### src/sv/isfr_pkg.sv
package isfr_pkg;

    localparam int SAMPLE_BITS     = 16;
    localparam int MAX_PIXELS_DEF  = 4096;
    localparam int PIX_W           = 8;
    localparam int DIM_OUT_W       = 13;
    localparam int QUOT_W          = 8;
    localparam int DIFF_W          = SAMPLE_BITS + 1;
    localparam int NUM_W           = DIFF_W + QUOT_W;

    localparam logic [PIX_W-1:0] PIX_MAX = 8'd254;

    localparam logic [1:0] KIND_APPEND = 2'd0;
    localparam logic [1:0] KIND_FLIP   = 2'd1;
    localparam logic [1:0] KIND_ROTATE = 2'd2;
    localparam logic [1:0] KIND_READ   = 2'd3;

    localparam logic [1:0] STATUS_OK    = 2'd0;
    localparam logic [1:0] STATUS_EMPTY = 2'd1;
    localparam logic [1:0] STATUS_FULL  = 2'd2;

    typedef struct packed {
        logic [1:0]                    kind;
        logic signed [SAMPLE_BITS-1:0] sample;
    } cmd_word_t;

    typedef struct packed {
        logic [PIX_W-1:0]     pixel;
        logic                 last;
        logic [1:0]           status;
        logic [DIM_OUT_W-1:0] cur_width_out;
        logic [DIM_OUT_W-1:0] cur_height_out;
    } res_word_t;

    typedef struct packed {
        logic              start;
        logic [NUM_W-1:0]  num;
        logic [DIFF_W-1:0] den;
    } div_req_t;

endpackage

### src/sv/isfr_div.sv
module isfr_div
    import isfr_pkg::*;
(
    input  logic              clk,
    input  logic              rst_n,
    input  div_req_t          req,
    output logic              done,
    output logic [QUOT_W-1:0] quot
);

    localparam int CW = $clog2(QUOT_W);

    logic              busy_reg, busy_next;
    logic              done_reg, done_next;
    logic [CW-1:0]     cnt_reg, cnt_next;
    logic [NUM_W-1:0]  rem_reg, rem_next;
    logic [NUM_W-1:0]  dsh_reg, dsh_next;
    logic [QUOT_W-1:0] q_reg, q_next;

    // one compare and subtract per cycle, quotient bit msb first
    always_comb
    begin
        busy_next = busy_reg;
        done_next = 1'b0;
        cnt_next  = cnt_reg;
        rem_next  = rem_reg;
        dsh_next  = dsh_reg;
        q_next    = q_reg;
        if (req.start)
        begin
            busy_next = 1'b1;
            cnt_next  = '0;
            rem_next  = req.num;
            dsh_next  = NUM_W'(req.den) << (QUOT_W - 1);
            q_next    = '0;
        end
        else if (busy_reg)
        begin
            if (rem_reg >= dsh_reg)
            begin
                rem_next = rem_reg - dsh_reg;
                q_next   = {q_reg[QUOT_W-2:0], 1'b1};
            end
            else
            begin
                q_next = {q_reg[QUOT_W-2:0], 1'b0};
            end
            dsh_next = dsh_reg >> 1;
            cnt_next = cnt_reg + CW'(1);
            if (cnt_reg == CW'(QUOT_W - 1))
            begin
                busy_next = 1'b0;
                done_next = 1'b1;
            end
        end
    end

    always_ff @(posedge clk or negedge rst_n)
    begin
        if (!rst_n)
        begin
            busy_reg <= 1'b0;
            done_reg <= 1'b0;
            cnt_reg  <= '0;
        end
        else
        begin
            busy_reg <= busy_next;
            done_reg <= done_next;
            cnt_reg  <= cnt_next;
        end
    end

    always_ff @(posedge clk)
    begin
        rem_reg <= rem_next;
        dsh_reg <= dsh_next;
        q_reg   <= q_next;
    end

    assign done = done_reg;
    assign quot = q_reg;

endmodule

### config.mk
export PLATFORM = sky130hd
export DESIGN_NAME = isfr_div
export DESIGN_NICKNAME = d
export VERILOG_FILES = /design/src/sv/isfr_pkg.sv /design/src/sv/isfr_div.sv
export SDC_FILE = /design/constraint.sdc
export NUM_CORES = 1
export LEC_CHECK = 0
export ABC_AREA = 1
export BUFFER_PORTS_ARGS = -buffer_cell sky130_fd_sc_hd__buf_2
export CORE_ASPECT_RATIO = 0.5
export CORE_MARGIN = 2
export CORE_UTILIZATION = 43
export DETAILED_ROUTE_END_ITERATION = 10
export PLACE_DENSITY = 0.68
export SYNTH_ARGS = -nofsm -noshare
export SYNTH_HDL_FRONTEND = slang
export SYNTH_SLANG_ARGS = --single-unit
export TNS_END_PERCENT = 10
### constraint.sdc
create_clock -name clk -period 2.3 [get_ports clk]
set_input_delay 0.46 -clock clk [delete_from_list [all_inputs] [get_ports clk]]
set_output_delay 0.46 -clock clk [all_outputs]
set_load 0.02 [all_outputs]
==> impl_metrics.json, run 1 <==
{
  "maxCapViolations": 0,
  "cts_tree": "done",
  "syn_nets": 709,
  "timing.final.crit_share": 0.952,
  "final_layout_size_suffix_gt1_frac": 0.188,
  "fmax_mhz": 457,
  "mostFrequentLayoutCell": "nand2_1",
  "slew-limit-headroom": 0.686,
  "cp-end-kind": "register",
  "cts_buffers": 9,
  "dpl.hpwl_um": 9390,
  "p_per_area_nw_per_um2": 1270,
  "ant_nets": 0,
  "synth_area_um2": 4370,
  "ys_ff_latch": 62,
  "clock-sinks": 62,
  "dp_slack_ps": -12.5,
  "nNetsFinal": 776,
  "yosysWarningCount": 0,
  "clk_latency_ps": 330,
  "clkTransAtPathRegs_ps": 60,
  "final_cell_mix": "nand2_1, inv_1, buf_2",
  "grt_use_total": 0.233,
  "grt_antenna_before_repair": 0,
  "io_pins": 54,
  "area_growth_pct": 26.3,
  "synthCells": 637,
  "grt_max_degree": 27,
  "num_rows": 25,
  "port_buffers": 53,
  "timing.final.hold_violations": 0,
  "wire_per_inst_um": 14.5,
  "routed-via-count": 4102,
  "grt_pass1_wl_um": 19500,
  "place_area_um2": 4870,
  "start_util": 0.452,
  "finalInstanceArea_um2": 5520,
  "cp.required_ps": 2340,
  "status": "finished, final reports clean",
  "overflow": 0,
  "die_w_um": 147,
  "synth_seq_area_share": 0.386,
  "hp-class": "primary input to register",
  "drt_iter0_markers": 372,
  "fin_util": 0.571,
  "design.die.area_um2": 11000,
  "diodes": 0,
  "totalWireLength_um": 12300,
  "drc": 0,
  "crit_arrival_ps": 2230,
  "largest_reg_flops": 25,
  "fp.dieH_um": 75.3,
  "critPathMaxFanout": 9,
  "syn_avg_cell_area_um2": 6.86,
  "leakagePower_nw": 2.80,
  "setup_ws_ps": 111,
  "ys_types": 32,
  "cp-start-kind": "register",
  "vias_per_cell": 4.86,
  "place_congestion": 0.925,
  "h-tree-depth": 3,
  "grt_pass1_vias": 3870,
  "ir_drop_mv": 0.440,
  "setup_viol_count_final": 0,
  "drt_first_pass_iters": 4,
  "path_class": "register to register",
  "maxSlewViolCount": 0,
  "tightest_slew_ps": 469,
  "fillers": 917,
  "core_um2": 9670,
  "cts_root_buf": "clkbuf_16",
  "skew_ps": 5.93,
  "clk_path_buf_depth": 2,
  "holdWs_ps": 384,
  "final_period_minus_worst_setup_slack_ps": 2190
}
[power breakdown]
part           total, W  switching (W)  leakage [nW]  internal [W]
Sequential      0.00177       0.000195         0.636       0.00157
Clock           0.00136       0.000551         0.149      0.000808
Combinational   0.00390        0.00238          2.01       0.00152
[timing repair]
action / CTS / global route
hold buffers: 1 / 0
pin swaps: 0 / 2
buffers inserted: 0 / 1
cloned: 0 / 1
endpoints found under the hold margin: 5 / 0
endpoints found under the setup margin: 25 / 26
resized for setup: 1 / 41
[kinds of logic (layout without fill, tap and decap cells)]
logic type / count (synthesis) / count (layout) / share of synthesized area
simple gates: 356 / 356 / 0.345
buf+inv: 135 / 207 / 0.117
flops: 62 / 62 / 0.386
compound gates: 56 / 56 / 0.0702
fa+ha+maj: 27 / 27 / 0.0791
xor+xnor: 1 / 1 / 0.00201
[layout make-up]
cell class	count	area [µm²]	share of cell area
Clock buffer	10	250	0.0454
Sequential cell	62	1690	0.306
Multi-Input combinational cell	440	2470	0.448
Tap cell	135	169	0.0306
Timing Repair Buffer	68	427	0.0773
Inverter	123	462	0.0837
Clock inverter	6	48.8	0.00885
[metal layers]
| metal | track usage | part of all wire | vias up |
|---|---|---|---|
| met2 | 0.345 | 0.40 | 95 |
| met4 | 0.0550 | 0.0084 | 0 |
| met5 | 0 | 0 | - |
| met1 | 0.352 | 0.54 | 1865 |
| met3 | 0.0436 | 0.055 | 12 |
| li1 | - | - | 2130 |
[Yosys cell counts]
| cell | n | area [µm²] |
|---|---|---|
| buf_2 | 2 | 10.0 |
| o21a_1 | 1 | 7.51 |
| xnor2_1 | 1 | 8.76 |
| clkbuf_1 | 8 | 30.0 |
| nand3_1 | 38 | 190 |
| nand2_1 | 251 | 942 |
| dfrtp_1 | 5 | 125 |
| dfxtp_1 | 15 | 300 |
| a22o_1 | 2 | 17.5 |
| edfxtp_1 | 42 | 1260 |
| nor2_2 | 4 | 25.0 |
| nor2_1 | 32 | 120 |
| nand3_2 | 2 | 20.0 |
| nand2_2 | 4 | 25.0 |
| o21ai_0 | 27 | 135 |
| nand4_1 | 7 | 43.8 |
| nor3_1 | 3 | 15.0 |
| and2_1 | 1 | 6.26 |
| o22ai_1 | 11 | 68.8 |
| inv_1 | 122 | 458 |
| buf_1 | 1 | 3.75 |
| buf_4 | 1 | 7.51 |
| o31ai_1 | 1 | 7.51 |
| nor2_4 | 2 | 22.5 |
| a21oi_1 | 14 | 70.1 |
| and3_1 | 1 | 6.26 |
| nand3b_1 | 6 | 45.0 |
| or2_2 | 4 | 25.0 |
| ha_1 | 26 | 325 |
| inv_2 | 1 | 3.75 |
| nand3b_4 | 1 | 20.0 |
| fa_1 | 1 | 20.0 |
[worst paths after layout]
kind | from | to | slack [ps] | depth (start not counted)
worst max-delay path | rem_reg[21]$_DFFE_PP_ | rem_reg[15]$_DFFE_PP_ | 110 | 12
worst min-delay path | req[16] | dsh_reg[23]$_DFFE_PP_ | 380 | 3
worst max register to register | rem_reg[21]$_DFFE_PP_ | rem_reg[15]$_DFFE_PP_ | 110 | 12
worst min register to register | quot[7]$_SDFFE_PP0P_ | quot[7]$_SDFFE_PP0P_ | 450 | 2
max in group asynchronous | rst_n | cnt_reg[0]$_DFFE_PN0P_ | 1690 | 2
min in group asynchronous | rst_n | busy_reg$_DFF_PN0_ | 480 | 2
[stage by stage]
stage	cells	power [W]	setup TNS [ps]
detailed placement	825	0.00504	-218
floorplan	637	0.00415	0
global route	844	0.00761	-124
CTS	842	0.00643	0
finish	844	0.00703	0
global placement	825	0.00501	0
[critical path, stage by stage, from the launching register on]
cell       delay, ps
edfxtp_1         420
ha_4             320
nand2_1           90
nor2_1           150
nand2_1          120
nor2_2           130
nand2_1           70
nand3_1           70
nor2_1            40
nand2_1           90
nand2_1          100
nand2_4          110
clkbuf_16        180
No activity file was read; power rests on OpenSTA's default activity.
==> inputs of run 2 (changes only) <==
- CELL_PAD_IN_SITES_DETAIL_PLACEMENT: unset -> 1
- CELL_PAD_IN_SITES_GLOBAL_PLACEMENT: unset -> 1
- CORE_UTILIZATION: 43 -> 38
- PLACE_DENSITY: 0.68 -> 0.81
==> impl_metrics.json, run 2 (synthesis results as in run 1) <==
{
  "r2r-start": "rem_reg[6]$_DFFE_PP_",
  "r2r_end": "rem_reg[5]$_DFFE_PP_",
  "clkTransAtPathRegs_ps": 60,
  "maxSlewViolCount": 0,
  "grt_use_total": 0.235,
  "maxCapViolations": 0,
  "slew-limit-headroom": 0.615,
  "final_period_minus_worst_setup_slack_ps": 2210,
  "hp-class": "primary input to register",
  "cp-start-kind": "register",
  "hold_path_end": "rem_reg[5]$_DFFE_PP_",
  "clk_latency_ps": 340,
  "grt_pass1_wl_um": 22500,
  "ant_nets": 0,
  "place_congestion": 0.918,
  "routed-via-count": 4471,
  "diodes": 0,
  "wire_per_inst_um": 17.4,
  "h-tree-depth": 3,
  "crit_chain": "ha_4 > nand2_1 > nand2_1 > nand2_1 > nand2_1 > inv_1 > nand3_2 > nand4_1 > nand2_1 > nand2_2 > nand2_4 > clkbuf_16",
  "reg2regPathDepth": 12,
  "cp.required_ps": 2360,
  "rrSetupSlack_ps": 90,
  "grt_max_degree": 27,
  "rsz0062_at_grt": "yes",
  "num_rows": 27,
  "drc": 0,
  "largest_reg_flops": 25,
  "ir_drop_mv": 0.512,
  "hold_path_depth": 3,
  "io_pins": 54,
  "area_growth_pct": 29.1,
  "cts_buffers": 9,
  "nNetsFinal": 779,
  "skew_ps": 9.94,
  "min_from": "req[22]",
  "path_class": "register to register",
  "totalWireLength_um": 14900,
  "drt_first_pass_iters": 5,
  "critPathMaxFanout": 6,
  "grt_antenna_before_repair": 0,
  "crit_path_frequent_cell": "nand2_1",
  "drt_iter0_markers": 252,
  "holdWs_ps": 391,
  "design.die.area_um2": 12400,
  "cp-end-kind": "register",
  "crit_arrival_ps": 2260,
  "setup_viol_count_final": 0,
  "grt_pass1_vias": 4580,
  "final_cell_mix": "nand2_1, inv_1, buf_2",
  "timing.final.crit_share": 0.959,
  "finalPower_w": 0.00745,
  "overflow": 0,
  "clock-sinks": 62,
  "fillers": 1433,
  "status": "finished, final reports clean",
  "worst_path_largest_cell_delay_ps": 430,
  "die_w_um": 156,
  "clk_path_buf_depth": 2,
  "cp_slowest_cell": "edfxtp_1",
  "dpl.hpwl_um": 10500,
  "timing.final.hold_violations": 0,
  "p_per_area_nw_per_um2": 1320,
  "final_layout_size_suffix_gt1_frac": 0.205,
  "port_buffers": 53,
  "cts_tree": "done",
  "tightest_slew_ps": 577,
  "core_um2": 11100,
  "fp.dieH_um": 79.8,
  "vias_per_cell": 5.22,
  "leakagePower_nw": 2.84,
  "mostFrequentLayoutCell": "nand2_1",
  "fmax_mhz": 453,
  "cts_root_buf": "clkbuf_16",
  "start_util": 0.394
}
==> run 2: cell type report <==
type	instances	area [µm²]	area share
Sequential cell	62	1690	0.299
Inverter	123	462	0.0819
Timing Repair Buffer	71	488	0.0866
Clock inverter	6	48.8	0.00866
Tap cell	145	181	0.0322
Clock buffer	10	250	0.0444
Multi-Input combinational cell	440	2520	0.447
==> run 2: stage by stage <==
step / utilization / worst slack, ps / TNS (ps) / cells / instance area (µm²)
after global routing: 0.509 / -46.8 / -638 / 857 / 5640
after global placement: 0.442 / 90.0 / 0 / 834 / 4900
final: 0.509 / 94.9 / 0 / 857 / 5640
after floorplan: - / 226 / 0 / 637 / 4370
after detailed placement: 0.442 / 5.83 / 0 / 834 / 4900
after CTS: 0.472 / 37.1 / 0 / 851 / 5230
==> run 2: how the worst max path moves through the flow <==
stage / start / end / slack (ps) / cells after the start
after floorplan: rem_reg[14]$_DFFE_PP_ / rem_reg[0]$_DFFE_PP_ / 230 / 11
after global placement: rem_reg[14]$_DFFE_PP_ / rem_reg[8]$_DFFE_PP_ / 90 / 12
after detailed placement: rem_reg[14]$_DFFE_PP_ / rem_reg[12]$_DFFE_PP_ / 6 / 12
after CTS: dsh_reg[21]$_DFFE_PP_ / rem_reg[6]$_DFFE_PP_ / 40 / 13
after global routing: rem_reg[6]$_DFFE_PP_ / rem_reg[21]$_DFFE_PP_ / -50 / 12
final: rem_reg[6]$_DFFE_PP_ / rem_reg[5]$_DFFE_PP_ / 90 / 12
==> run 2: power by group <==
part           switching (W)  internal [W]  total, W  leakage (nW)
combinational        0.00263       0.00165   0.00428          2.05
clock               0.000559      0.000808   0.00137         0.149
sequential          0.000229       0.00158   0.00180         0.636
total                0.00341       0.00404   0.00745          2.84
==> run 2: repair_timing <==
| action | in CTS | in global routing |
|---|---|---|
| endpoints found under the setup margin | 25 | 28 |
| buffers inserted | 0 | 4 |
| gates resized for setup | 3 | 51 |
| hold buffers | 1 | 0 |
| hold endpoints to repair | 5 | 0 |
| gates cloned | 0 | 2 |
| pin swaps | 0 | 8 |
==> run 2: worst max-delay path: cells and delay by family, from the launching register on <==
kind | cells | cell delay, ps
and+or+nand+nor | 9 | 920
DFF | 1 | 430
adders and majority gates | 1 | 330
buffers and inverters | 2 | 250
==> run 2: layer usage <==
layer | GRT usage | routed length (µm) | vias to the layer above
li1 | - | - | 2141
met1 | 0.317 | 7220 | 2173
met2 | 0.381 | 6600 | 117
met3 | 0.0516 | 705 | 40
met4 | 0.0716 | 376 | 0
met5 | 0 | 0 | -
